<file path="src/rtl/core/amgt_pkg.sv">
// amgt_pkg: shared widths, command codes and sequencer states for the
// adjacency matrix graph traversal block. No dependencies.
`default_nettype none

package amgt_pkg;

  // fixed field widths
  localparam int COMMAND_W   = 2;
  localparam int VERTEX_W    = 4;
  localparam int COUNT_W     = 5;
  // number of vertices a vertex field can name
  localparam int VERTEX_SPAN = 1 << VERTEX_W;

  // default size and register reset
  localparam int                 DEF_MAX_VERTICES   = 16;
  localparam logic [COUNT_W-1:0] VERTEX_COUNT_RESET = COUNT_W'(16);

  // command codes
  typedef enum logic [COMMAND_W-1:0] {
    CMD_ADD_EDGE = 2'd0,
    CMD_DFS      = 2'd1,
    CMD_BFS      = 2'd2
  } cmd_t;

  // traversal sequencer states
  typedef enum logic [2:0] {
    ST_IDLE,
    ST_DLOAD,
    ST_DSCAN,
    ST_BPOP,
    ST_BSCAN,
    ST_FINISH
  } state_t;

  // edge write into the matrix
  typedef struct packed {
    logic                en;
    logic [VERTEX_W-1:0] a;
    logic [VERTEX_W-1:0] b;
  } edge_wr_t;

  // single bit lookup in the matrix
  typedef struct packed {
    logic [VERTEX_W-1:0] row;
    logic [VERTEX_W-1:0] col;
  } probe_t;

endpackage

`default_nettype wire

</file>
<file path="src/rtl/core/amgt_if.sv">
// amgt_if: valid/ready channel interfaces for command beats and result beats.
// Depends on amgt_pkg for field widths.
`default_nettype none

interface amgt_in_if import amgt_pkg::*; ();
  logic                 valid;
  logic                 ready;
  logic [COMMAND_W-1:0] command;
  logic [VERTEX_W-1:0]  first_vertex;
  logic [VERTEX_W-1:0]  second_vertex;

  modport source (output valid, command, first_vertex, second_vertex, input ready);
  modport sink   (input valid, command, first_vertex, second_vertex, output ready);
endinterface

interface amgt_out_if import amgt_pkg::*; ();
  logic                valid;
  logic                ready;
  logic [VERTEX_W-1:0] vertex;
  logic                last;
  logic                error;

  modport source (output valid, vertex, last, error, input ready);
  modport sink   (input valid, vertex, last, error, output ready);
endinterface

`default_nettype wire

</file>
<file path="src/rtl/core/adjacency_matrix_graph_traversal_top.sv">
// adjacency_matrix_graph_traversal_top: graph store and dfs/bfs traversal sequencer.
// Depends on amgt_pkg, amgt_in_if / amgt_out_if and amgt_matrix.
//
//   channel  dir  beat carries                          handshake
//   in_ch    in   command, first_vertex, second_vertex  valid/ready
//   out_ch   out  vertex, last, error                   valid/ready
//   cfg      in   cfg_wr_data (vertex_count)            cfg_wr_en, no wait
//
// add edge and unused commands need no sequencer pass. a traversal tests one matrix bit
// per cycle through the shared neighbor probe while the result output is not stalled,
// scanning each visited vertex's row (dfs also reloads the scan position after each
// stack pop). an out of range start goes straight to finish with a single error beat.
// synchronous reset clears the matrix, marks and control; no clearing pass.
// a stalled result stops the sequencer only when a second result is ready to go.

`default_nettype none

module adjacency_matrix_graph_traversal_top import amgt_pkg::*; #(
  parameter int MAX_VERTICES = DEF_MAX_VERTICES
) (
  input  wire logic               clk,
  input  wire logic               rst,
  input  wire logic               cfg_wr_en,
  input  wire logic [COUNT_W-1:0] cfg_wr_data,
  amgt_in_if.sink                 in_ch,
  amgt_out_if.source              out_ch
);

  localparam int VTX = (MAX_VERTICES < VERTEX_SPAN) ? MAX_VERTICES : VERTEX_SPAN;
  localparam int VW  = $clog2(VTX);
  localparam int CW  = $clog2(VTX + 1);

  // configuration
  logic [COUNT_W-1:0] vertex_count;
  logic [CW-1:0]      n_live;

  // sequencer state
  state_t         state, state_next;
  logic [CW-1:0]  depth, depth_m1;
  logic [CW-1:0]  head, tail;
  logic [VTX-1:0] visited;
  logic [VW-1:0]  cur_v;
  logic [CW-1:0]  scan_idx;
  logic           pend_valid;
  logic [VW-1:0]  pend_v;
  logic           pend_err;

  // stack and queue storage
  logic [VW-1:0] stk_v [VTX];
  logic [CW-1:0] stk_i [VTX];
  logic [VW-1:0] q_v   [VTX];

  // output register
  logic                out_valid;
  logic [VERTEX_W-1:0] out_vertex;
  logic                out_last;
  logic                out_error;

  // control
  logic     accept, is_dfs, is_bfs, start_bad;
  logic     start_dfs, start_bfs, start_err;
  logic     scan_end, adj_bit, hit, can_push, emit_ok;
  logic     dfs_take, dfs_step, dfs_pop, dfs_load;
  logic     bfs_pop, bfs_take, bfs_step;
  logic     push, push_last;
  edge_wr_t edge_wr;
  probe_t   probe;

  // vertex count register
  always_ff @(posedge clk) begin
    if (rst) begin
      vertex_count <= VERTEX_COUNT_RESET;
    end else if (cfg_wr_en) begin
      vertex_count <= cfg_wr_data;
    end
  end

  assign n_live = (vertex_count > COUNT_W'(VTX)) ? CW'(VTX) : vertex_count[CW-1:0];

  // matrix and shared neighbor probe
  amgt_matrix #(.MAX_VERTICES(MAX_VERTICES)) u_matrix (
    .clk     (clk),
    .rst     (rst),
    .edge_wr (edge_wr),
    .probe   (probe),
    .adj_bit (adj_bit)
  );

  assign probe.row = VERTEX_W'(cur_v);
  assign probe.col = scan_idx[VERTEX_W-1:0];
  assign scan_end  = (scan_idx >= n_live);
  assign hit       = adj_bit & ~visited[scan_idx[VW-1:0]];
  assign depth_m1  = depth - CW'(1);
  assign can_push  = ~out_valid | out_ch.ready;
  assign emit_ok   = ~pend_valid | can_push;

  // input decode
  assign accept    = in_ch.valid & in_ch.ready;
  assign is_dfs    = (in_ch.command == CMD_DFS);
  assign is_bfs    = (in_ch.command == CMD_BFS);
  assign start_bad = (COUNT_W'(in_ch.first_vertex) >= COUNT_W'(n_live));

  always_comb begin
    edge_wr.en = accept && (in_ch.command == CMD_ADD_EDGE) && !start_bad &&
                 (COUNT_W'(in_ch.second_vertex) < COUNT_W'(n_live));
    edge_wr.a  = in_ch.first_vertex;
    edge_wr.b  = in_ch.second_vertex;
  end

  // next state
  always_comb begin
    state_next = state;
    unique case (state)
      ST_IDLE: begin
        if (accept && (is_dfs || is_bfs)) begin
          if (start_bad) begin
            state_next = ST_FINISH;
          end else if (is_dfs) begin
            state_next = ST_DSCAN;
          end else begin
            state_next = ST_BPOP;
          end
        end
      end
      ST_DLOAD: state_next = ST_DSCAN;
      ST_DSCAN: begin
        if (scan_end) begin
          state_next = (depth == CW'(1)) ? ST_FINISH : ST_DLOAD;
        end
      end
      ST_BPOP: begin
        if (head == tail) begin
          state_next = ST_FINISH;
        end else if (emit_ok) begin
          state_next = ST_BSCAN;
        end
      end
      ST_BSCAN: begin
        if (scan_end) begin
          state_next = ST_BPOP;
        end
      end
      ST_FINISH: begin
        if (can_push) begin
          state_next = ST_IDLE;
        end
      end
      default: state_next = ST_IDLE;
    endcase
  end

  // sequencer actions
  always_comb begin
    in_ch.ready = (state == ST_IDLE);
    start_dfs   = accept && is_dfs && !start_bad;
    start_bfs   = accept && is_bfs && !start_bad;
    start_err   = accept && (is_dfs || is_bfs) && start_bad;
    dfs_take    = (state == ST_DSCAN) && !scan_end && hit && can_push;
    dfs_step    = (state == ST_DSCAN) && !scan_end && !hit;
    dfs_pop     = (state == ST_DSCAN) && scan_end;
    dfs_load    = (state == ST_DLOAD);
    bfs_pop     = (state == ST_BPOP) && (head != tail) && emit_ok;
    bfs_take    = (state == ST_BSCAN) && !scan_end && hit;
    bfs_step    = (state == ST_BSCAN) && !scan_end;
    push_last   = (state == ST_FINISH) && can_push;
    push        = dfs_take || (bfs_pop && pend_valid) || push_last;
  end

  // state and control registers
  always_ff @(posedge clk) begin
    if (rst) begin
      state      <= ST_IDLE;
      depth      <= '0;
      head       <= '0;
      tail       <= '0;
      visited    <= '0;
      pend_valid <= 1'b0;
    end else begin
      state <= state_next;
      if (start_dfs) begin
        visited    <= VTX'(1) << in_ch.first_vertex[VW-1:0];
        depth      <= CW'(1);
        pend_valid <= 1'b1;
      end
      if (start_bfs) begin
        visited    <= VTX'(1) << in_ch.first_vertex[VW-1:0];
        head       <= '0;
        tail       <= CW'(1);
        pend_valid <= 1'b0;
      end
      if (start_err) begin
        pend_valid <= 1'b1;
      end
      if (dfs_take) begin
        visited[scan_idx[VW-1:0]] <= 1'b1;
        depth                     <= depth + CW'(1);
      end
      if (dfs_pop) begin
        depth <= depth_m1;
      end
      if (bfs_pop) begin
        head       <= head + CW'(1);
        pend_valid <= 1'b1;
      end
      if (bfs_take) begin
        visited[scan_idx[VW-1:0]] <= 1'b1;
        tail                      <= tail + CW'(1);
      end
      if (push_last) begin
        pend_valid <= 1'b0;
      end
    end
  end

  // walk position and pending result
  always_ff @(posedge clk) begin
    if (start_dfs || start_bfs) begin
      cur_v    <= in_ch.first_vertex[VW-1:0];
      scan_idx <= '0;
      pend_v   <= in_ch.first_vertex[VW-1:0];
      pend_err <= 1'b0;
    end
    if (start_err) begin
      pend_v   <= '0;
      pend_err <= 1'b1;
    end
    if (dfs_take) begin
      cur_v    <= scan_idx[VW-1:0];
      scan_idx <= '0;
      pend_v   <= scan_idx[VW-1:0];
    end
    if (dfs_step || bfs_step) begin
      scan_idx <= scan_idx + CW'(1);
    end
    if (dfs_load) begin
      cur_v    <= stk_v[depth_m1[VW-1:0]];
      scan_idx <= stk_i[depth_m1[VW-1:0]];
    end
    if (bfs_pop) begin
      cur_v    <= q_v[head[VW-1:0]];
      scan_idx <= '0;
      pend_v   <= q_v[head[VW-1:0]];
      pend_err <= 1'b0;
    end
  end

  // dfs stack: resume point of the parent, fresh entry for the child
  always_ff @(posedge clk) begin
    if (start_dfs) begin
      stk_v[0] <= in_ch.first_vertex[VW-1:0];
      stk_i[0] <= '0;
    end
    if (dfs_take) begin
      stk_i[depth_m1[VW-1:0]] <= scan_idx + CW'(1);
      stk_v[depth[VW-1:0]]    <= scan_idx[VW-1:0];
      stk_i[depth[VW-1:0]]    <= '0;
    end
  end

  // bfs queue
  always_ff @(posedge clk) begin
    if (start_bfs) begin
      q_v[0] <= in_ch.first_vertex[VW-1:0];
    end
    if (bfs_take) begin
      q_v[tail[VW-1:0]] <= scan_idx[VW-1:0];
    end
  end

  // output register, holds one beat while the sequencer runs on
  always_ff @(posedge clk) begin
    if (rst) begin
      out_valid <= 1'b0;
    end else if (push) begin
      out_valid <= 1'b1;
    end else if (out_ch.ready) begin
      out_valid <= 1'b0;
    end
  end

  always_ff @(posedge clk) begin
    if (push) begin
      out_vertex <= VERTEX_W'(pend_v);
      out_last   <= push_last;
      out_error  <= pend_err;
    end
  end

  assign out_ch.valid  = out_valid;
  assign out_ch.vertex = out_vertex;
  assign out_ch.last   = out_last;
  assign out_ch.error  = out_error;

  // checks
  a_queue_order: assert property (@(posedge clk) disable iff (rst)
    head <= tail)
    else $error("queue head passed tail");

  a_depth_bound: assert property (@(posedge clk) disable iff (rst)
    depth <= CW'(VTX))
    else $error("stack depth beyond vertex limit");

  a_finish_pending: assert property (@(posedge clk) disable iff (rst)
    (state == ST_FINISH) |-> pend_valid)
    else $error("traversal finished with no result pending");

  a_error_beat: assert property (@(posedge clk) disable iff (rst)
    (out_valid && out_error) |-> (out_last && (out_vertex == '0)))
    else $error("error beat is not a single last beat on vertex zero");

  a_busy_not_ready: assert property (@(posedge clk) disable iff (rst)
    (accept && (is_dfs || is_bfs)) |=> !in_ch.ready)
    else $error("traversal start left the input ready");

endmodule

`default_nettype wire

</file>
<file path="src/rtl/core/amgt_matrix.sv">
// amgt_matrix: symmetric bit adjacency matrix with edge write and one bit probe.
// Depends on amgt_pkg for edge_wr_t and probe_t.
`default_nettype none

module amgt_matrix import amgt_pkg::*; #(
  parameter int MAX_VERTICES = DEF_MAX_VERTICES
) (
  input  wire logic     clk,
  input  wire logic     rst,
  input  wire edge_wr_t edge_wr,
  input  wire probe_t   probe,
  output logic          adj_bit
);

  localparam int VTX = (MAX_VERTICES < VERTEX_SPAN) ? MAX_VERTICES : VERTEX_SPAN;
  localparam int VW  = $clog2(VTX);

  logic [VTX-1:0] rows [VTX];

  // set both symmetric bits of an edge
  always_ff @(posedge clk) begin
    if (rst) begin
      for (int r = 0; r < VTX; r++) begin
        rows[r] <= '0;
      end
    end else if (edge_wr.en) begin
      rows[edge_wr.a[VW-1:0]][edge_wr.b[VW-1:0]] <= 1'b1;
      rows[edge_wr.b[VW-1:0]][edge_wr.a[VW-1:0]] <= 1'b1;
    end
  end

  // neighbor bit lookup
  assign adj_bit = rows[probe.row[VW-1:0]][probe.col[VW-1:0]];

endmodule

`default_nettype wire
</file>
<file path="src/flat_wrapper.sv">
// flat-port wrapper written by rule: the top's interface ports become plain ports
module adjacency_matrix_graph_traversal_top_flat import amgt_pkg::*;
#(
  parameter int MAX_VERTICES = DEF_MAX_VERTICES
)
  (clk, rst, cfg_wr_en, cfg_wr_data, in_ch_valid, in_ch_command, in_ch_first_vertex, in_ch_second_vertex, in_ch_ready, out_ch_valid, out_ch_vertex, out_ch_last, out_ch_error, out_ch_ready);
  amgt_in_if in_ch_i ();
  amgt_out_if out_ch_i ();
  input  wire logic clk;
  input  wire logic rst;
  input  wire logic cfg_wr_en;
  input  wire logic [COUNT_W-1:0] cfg_wr_data;
  input wire logic [$bits(in_ch_i.valid)-1:0] in_ch_valid;
  input wire logic [$bits(in_ch_i.command)-1:0] in_ch_command;
  input wire logic [$bits(in_ch_i.first_vertex)-1:0] in_ch_first_vertex;
  input wire logic [$bits(in_ch_i.second_vertex)-1:0] in_ch_second_vertex;
  output wire logic [$bits(in_ch_i.ready)-1:0] in_ch_ready;
  output wire logic [$bits(out_ch_i.valid)-1:0] out_ch_valid;
  output wire logic [$bits(out_ch_i.vertex)-1:0] out_ch_vertex;
  output wire logic [$bits(out_ch_i.last)-1:0] out_ch_last;
  output wire logic [$bits(out_ch_i.error)-1:0] out_ch_error;
  input wire logic [$bits(out_ch_i.ready)-1:0] out_ch_ready;
  assign in_ch_i.valid = in_ch_valid;
  assign in_ch_i.command = in_ch_command;
  assign in_ch_i.first_vertex = in_ch_first_vertex;
  assign in_ch_i.second_vertex = in_ch_second_vertex;
  assign in_ch_ready = in_ch_i.ready;
  assign out_ch_valid = out_ch_i.valid;
  assign out_ch_vertex = out_ch_i.vertex;
  assign out_ch_last = out_ch_i.last;
  assign out_ch_error = out_ch_i.error;
  assign out_ch_i.ready = out_ch_ready;
  adjacency_matrix_graph_traversal_top #(.MAX_VERTICES(MAX_VERTICES)) u_core (.clk(clk), .rst(rst), .cfg_wr_en(cfg_wr_en), .cfg_wr_data(cfg_wr_data), .in_ch(in_ch_i), .out_ch(out_ch_i));
endmodule
</file>
<file path="config.mk">
export PLATFORM = sky130hd
export DESIGN_NAME = adjacency_matrix_graph_traversal_top_flat
export DESIGN_NICKNAME = d
export VERILOG_FILES = /design/src/rtl/core/amgt_pkg.sv /design/src/rtl/core/amgt_if.sv /design/src/rtl/core/adjacency_matrix_graph_traversal_top.sv /design/src/rtl/core/amgt_matrix.sv /design/src/flat_wrapper.sv
export SDC_FILE = /design/constraint.sdc
export NUM_CORES = 1
export LEC_CHECK = 0
export ABC_AREA = 1
export BUFFER_PORTS_ARGS = -buffer_cell sky130_fd_sc_hd__clkbuf_2
export CORE_UTILIZATION = 34
export CTS_CLUSTER_SIZE = 30
export DETAILED_ROUTE_END_ITERATION = 8
export SLEW_MARGIN = 25
export SYNTH_ARGS = -nofsm -noshare
export SYNTH_HDL_FRONTEND = slang
export SYNTH_SLANG_ARGS = --single-unit
</file>
<file path="constraint.sdc">
create_clock -name clk -period 3.9 [get_ports clk]
set_input_delay 1.17 -clock clk [delete_from_list [all_inputs] [get_ports clk]]
set_output_delay 1.17 -clock clk [all_outputs]
set_load 0.01 [all_outputs]
</file>
Word level (Yosys, flattened, before mapping)
Memories as Yosys holds them, arrays and structs flattened. A register that Yosys moved wholly into a read port is not among the register bits.
Cells that the tools add are included.
{ "word_totals": {"register_bits": 61, "mem_bits_rw": 464, "input_bits": 20, "out_inout_bits": 8, "elab_cells": 193, "memories": 4} }
{ "classes": {"n_addsub": 5, "order_cmp": 10, "eq_ne": 15, "n_shift": 1, "mux": 85, "bitwise": 9, "n_reduce_logical": 49} }
{ "memory_table": {"columns": ["memory", "words", "word_bits", "read_ports", "rd_clocked_by_memory_dff", "wr", "line", "text"], "rows": [
  ["u_core.u_matrix.rows", 16, 16, 1, 1, 16, "amgt_matrix.sv:18", "logic [VTX-1:0] rows [VTX];"],
  ["u_core.stk_i", 16, 5, 1, 0, 2, "adjacency_matrix_graph_traversal_top.sv:50", "logic [CW-1:0] stk_i [VTX];"],
  ["u_core.q_v", 16, 4, 1, 1, 1, "adjacency_matrix_graph_traversal_top.sv:51", "logic [VW-1:0] q_v [VTX];"],
  ["u_core.stk_v", 16, 4, 1, 0, 1, "adjacency_matrix_graph_traversal_top.sv:49", "logic [VW-1:0] stk_v [VTX];"]
]} }
{ "op_table": {"columns": ["cell", "n"], "rows": [
  ["$mux W16", 12],
  ["$mux W4", 17],
  ["$mux W5", 13],
  ["$or A16 B16 Y16", 2],
  ["$reduce_or A16 Y1", 2],
  ["$mux W1", 29],
  ["$mux W3", 8],
  ["$logic_and A1 B1 Y1", 23],
  ["$add A5 B1 Y5 const B", 4],
  ["$pmux W3 S6", 1],
  ["$reduce_bool A4 Y1", 4],
  ["$shl A1 B4 Y16 const A", 1],
  ["$lt A4 B5 Y1 const B", 3],
  ["$demux W1 S4", 3],
  ["$ge A4 B1 Y1 const B", 3],
  ["$bmux W1 S4", 2],
  ["$reduce_bool A2 Y1", 4],
  ["$reduce_or A4 Y1", 2],
  ["$eq A3 B2 Y1 const B", 2],
  ["$eq A3 B3 Y1 const B", 2],
  ["$ne A2 B1 Y1 const B", 3],
  ["$eq A5 B1 Y1 const B", 1],
  ["$eq A5 B5 Y1", 1],
  ["$ge A4 B5 Y1", 1],
  ["21 further kinds", 31]
]} }

Logic depth before layout (Yosys ltp)
{ "depth": {"ltp_word": 13, "mapped_depth": 24, "depth_no_buf": 21} }

Cells and area by module
Synthesis repeated with hierarchy kept, for this count alone.
{ "hier_totals": {"hier_cells": 3381, "area_unflattened_um2": 25179.1} }
{ "by_module_without_submodules": {"columns": ["mod", "n_inst", "cells_each", "area_per_inst_um2", "seq_area_each_um2"], "rows": [
  ["adjacency_matrix_graph_traversal_top", 1, 1668, 13530.5, 6886.6],
  ["amgt_matrix", 1, 1713, 11648.7, 5124.9]
]} }

Worst setup path after synthesis
OpenSTA, ideal clock, no wires.
{ "synth_timing": {"path_kind": "register -> register", "startpoint": "register u_core.scan_idx[0]", "endpoint": "memory u_core.stk_v[3][0] (netlist bit), enable pin", "setup_time_ps": 361, "t_arrival_ps": 2873, "required_time_ps": 3539, "slack_ps": 665, "path_stages_with_launch": 18, "n_path_buf": 4, "period_less_slack_ps": 3235, "cell_sequence": "dfxtp_1 -> buf_2 -> inv_1 -> buf_2 -> ha_1 -> o21ai_1 -> nand2_1 -> nand2_1 -> nand2_1 -> a21oi_1 -> o21bai_1 -> nor2_1 -> inv_2 -> nor2_2 -> nand3_4 -> buf_6 -> buf_2 -> nor3_1"} }
{ "synth_between": {"elab_chain_cells": 10, "word_cells_on_any_way": 16, "cone_classes": "order compare (1); mux (8); bitwise (2); reduce/logical (5)"} }
{ "synth_lines": {"columns": ["element", "line", "text"], "rows": [
  ["start, declared", "adjacency_matrix_graph_traversal_top.sv:43", "logic [CW-1:0] scan_idx;"],
  ["start signal, assigned", "adjacency_matrix_graph_traversal_top.sv:233", "scan_idx <= scan_idx + CW'(1);"],
  ["start signal, assigned", "adjacency_matrix_graph_traversal_top.sv:237", "scan_idx <= stk_i[depth_m1[VW-1:0]];"],
  ["$bmux W1 S4", "adjacency_matrix_graph_traversal_top.sv:92", "assign hit = adj_bit & ~visited[scan_idx[VW-1:0]];"],
  ["$mux W1 (implied by the code)", "adjacency_matrix_graph_traversal_top.sv:92", null],
  ["$not A1 Y1", "adjacency_matrix_graph_traversal_top.sv:92", null],
  ["$and A1 B1 Y1", "adjacency_matrix_graph_traversal_top.sv:92", null],
  ["$logic_and A1 B1 Y1 * (2 in a row)", "adjacency_matrix_graph_traversal_top.sv:158", "dfs_take = (state == ST_DSCAN) && !scan_end && hit && can_push;"],
  ["$mux W1 *", "adjacency_matrix_graph_traversal_top.sv:253", "if (dfs_take) begin"],
  ["$mux W1 (implied by the code) *", "adjacency_matrix_graph_traversal_top.sv:255", "stk_v[depth[VW-1:0]] <= scan_idx[VW-1:0];"],
  ["$reduce_or A4 Y1 (no source line)", null, null],
  ["$mux W4 (no source line) or $mux W1 (tied branches)", null, null],
  ["end, declared", "adjacency_matrix_graph_traversal_top.sv:49", null]
]} }
Every way passes the cells marked *; elsewhere a longest branch is shown, timed or not. The select of a mux whose other input is x is not followed.

==> out/metrics.cfg <==
[flow_run]
cap_viol_max_count = 0

[placement]
detailed_place.area_um2 = 27100
gp_congestion = 0.901
hpwl_um = 54300
io_buffers = 27
dp_cells = 4334

[critical_path]
crit_chain = clkinv_2 -> buf_12 -> nand2_1 -> nand3_1 -> nand3_1 -> nand3_1 -> nand2_1 -> nand2_1 -> nand2_1 -> clkinv_1 -> nand2_1 -> nand2_1 -> nand2_1 -> inv_2 -> nand2_4 -> nand3_4 -> buf_4 -> nand2_1 -> nand2_1 -> buf_4 -> nand2_1 -> nand2_1
crit_type = register to register
r2r-end = u_core.pend_v[1]
cpMaxStageDelayCell = dfxtp_4
path_delay_family = simple AND/OR/NAND/NOR gates
startpoint_type = register
crit_path_max_fanout = 65
reg2reg_depth = 22
crit_path_end_kind = register
worst_ep_arrival_time_ns = 4.03
cp.required_ns = 4.27
r2r_slack_ns = 0.24
cp_num_buf_inv = 6
critPathMostFrequentCell = nand2_1
slowest_delay_ns = 0.53

[power]
internal-power_w = 0.0113
leakage_nw = 11.3
seqPwrFrac_pct = 34.1
pwr-share-clk_pct = 28.9
p_total_w = 0.0187
combPwrFrac_pct = 36.9
sw_frac_of_total_pct = 39.8
p_sw_w = 0.00745
power_density_nw_per_um2 = 646
vdd_drop_max_v = 0.000339

[layout]
stdcell_area_um2 = 28900
diodes = 0
final_core_util_pct = 38.9
finalNonFillerCells = 4434
final_layout_size_suffix_gt1_share_pct = 8.54
area_delta_synth_final_pct = 13.3
final_nets = 3467

[synthesis]
yosys.area.top_type = dfxtp_1
ys_types = 49
ys_ff_latch = 533
synth.top_cell.area_share_pct = 30.6
yosysWarnings = 0
synth-seq-area-share_pct = 47.3
synth_edf_count = 142
syn-num-nets = 3455
syn_area_um2 = 25500
async_reset_ff_share_pct = 0
syn-instance-count = 3409
ys.flop_type = dfxtp_1
avgSynthCellArea_um2 = 7.49
netlist_top_cells_area = dfxtp_1, edfxtp_1, nand2_1, nand3_1, nor2_1

[clock_tree]
cts_setup_buffers = 0
clk_pin_slew_ns = 0.06
cts.path.max_buffers = 3
root_buffer = clkbuf_16
h-tree-depth = 2
cts.sinks = 533
cts_tree = done
cts_buffers = 54
worstSkewPairLatency_ns = 0.62

[drt]
postRouteAntennaNets = 0
first_pass_iters = 5
routedWlPerCell_um = 19.1
drcViolationCount = 0
vias_per_cell = 5.30
wirelength_um = 84900
vias = 23500
drtIter0Drc = 2413

[die]
initial_core_util_pct = 34.3
die_area_um2 = 76200
rows = 100
io_pins = 28
core_um2 = 74400
chipHeight_um = 276
die_w_um = 276

[sta]
period_share_pct = 94.0
finalClockSkew_ns = 0.0208
setup_violations = 0
max_freq_mhz = 273
tightest_slew_ns = 1.03
slew_violations = 0
slew_headroom_pct = 31.1
hold_viol_final = 0
rsz0062_at_grt = true
fin_crit_ns = 3.66

[grt]
grt_pass1_wl_um = 130000
track_usage_pct = 21.7
antenna_found_initial = 0
grt_pass1_vias = 21700
grt_max_degree = 187
grt.overflow.total = 0

[worst_hold_path]
hold_class = register to register
hold_start = u_core.cur_v[3]
holdPathStages = 2

[run_status]
run_status = finished, final reports clean

-- cell usage in the layout, fill, tap and decap left out, types with 16 or more instances in the layout --
cell type | netlist | routed
o211ai_1 | 142 | 142
o221ai_1 | 83 | 83
a21oi_1 | 80 | 80
nor2_1 | 413 | 413
edfxtp_1 | 142 | 142
dfxtp_1 | 391 | 387
o22ai_1 | 36 | 36
o21ai_0 | 178 | 174
clkbuf_2 | 0 | 26
ha_1 | 26 | 26
clkbuf_16 | 0 | 57
nand2_1 | 1022 | 1022
mux2i_1 | 16 | 16
buf_4 | 11 | 128
nand4_1 | 18 | 18
inv_1 | 235 | 235
nor3_1 | 17 | 17
nand3_1 | 310 | 310
-- worst max path at each step --
stage                                startpoint                           to  slack, ns  cells after the start
after CTS                              register             u_core.q_v[6][2]       0.28                     19
after global placement    in_ch_first_vertex[2]   u_core.u_matrix.rows[8][7]       0.23                     11
final                                  register             u_core.pend_v[1]       0.24                     22
after floorplan              u_core.scan_idx[0]           u_core.stk_v[3][0]       0.67                     17
after detailed placement  in_ch_first_vertex[2]  u_core.u_matrix.rows[13][2]       0.13                     11
after global routing                   register            u_core.q_v[14][1]      -0.02                     19
-- synth_stat cells (all sizes together) (2+ instances only) --
cell type / count
clkbuf: 143
dfxtp: 391
o21ai: 188
a21oi: 81
o221ai: 83
nor2: 429
nand2: 1028
nand3: 312
edfxtp: 142
o22ai: 36
or2: 2
ha: 26
nand3b: 3
o21a: 3
xnor2: 4
a31oi: 3
mux2i: 16
clkinv: 9
a22oi: 3
inv: 244
buf: 62
nand4: 20
nor3b: 2
xor2: 7
o211ai: 142
o2111ai: 2
nor3: 22
-- metrics by stage --
step | hold WS, ns | setup WS, ns | TNS (ns)
2_1_floorplan | 0.400 | 0.665 | 0
3_3_place_gp | 0.440 | 0.227 | 0
3_5_place_dp | 0.440 | 0.128 | 0
4_1_cts | 0.461 | 0.279 | 0
5_1_grt | 0.479 | -0.0219 | -0.283
6_report | 0.463 | 0.235 | 0
-- flip-flops by register name, indices dropped and copies added (netlist names), 3 cells and up, named ones only --
| register | cells |
|---|---|
| u_core.visited | 16 |
| u_core.stk_i | 80 |
| u_core.out_ch.vertex | 4 |
| u_core.stk_v | 64 |
| u_core.cur_v | 4 |
| u_core.q_v | 64 |
| u_core.head | 5 |
| u_core.u_matrix.rows | 256 |
| u_core.depth | 5 |
| u_core.state | 3 |
| u_core.pend_v | 4 |
| u_core.vertex_count | 5 |
| u_core.scan_idx | 5 |
| u_core.tail | 5 |
-- worst min-delay path, stage by stage, from the launching register on --
cell and delay, ns:
edfxtp_1 0.32, nand2_1 0.05, nand2_1 0.06
-- repair_timing --
action | 4_1_cts | 5_1_grt
hold buffers | 0 | 0
endpoints found under the setup margin | 0 | 20
gates resized for setup | 0 | 0
-- power by group through the flow --
stage               clock network (W)  registers [W]  logic (W)
floorplan                           0        0.00636    0.00464
global placement                    0        0.00649    0.00679
detailed placement                  0        0.00650    0.00678
CTS                           0.00547        0.00638    0.00681
global route                  0.00569        0.00642    0.00758
finish                        0.00541        0.00639    0.00691
-- cell families (layout without fill, tap and decap cells) --
logic type | after synthesis | after routing | share of synthesized area (%)
AO/OA/AOI/OAI | 546 | 546 | 13.7
XOR/XNOR | 11 | 11 | 0.377
adder cells (fa/ha/maj) | 26 | 26 | 1.27
buffers and inverters | 458 | 514 | 7.17
flip-flops | 533 | 533 | 47.3
multiplexers | 16 | 16 | 0.627
AND/OR/NAND/NOR | 1819 | 1819 | 29.5
-- per-layer routing --
layer  part of all wire [%]  vias up  routed length [um]  global-route usage, %
met5                      0        -                   0                      0
met2                     45      908               38500                   34.6
met1                     44    11000               37400                   29.7
li1                       -    11400                   -                      -
met3                    6.5      178                5540                   2.72
met4                    4.0        0                3420                   8.95
-- area by class of cell --
class / instances / area, um^2
Fill cell: 7781 / 45500
Sequential cell: 533 / 12100
Multi-Input combinational cell: 2418 / 11600
Clock buffer: 79 / 1650
Timing Repair Buffer: 161 / 1230
Tap cell: 969 / 1210
Inverter: 253 / 956
Clock inverter: 21 / 180
(Power assumes the default switching activity.)
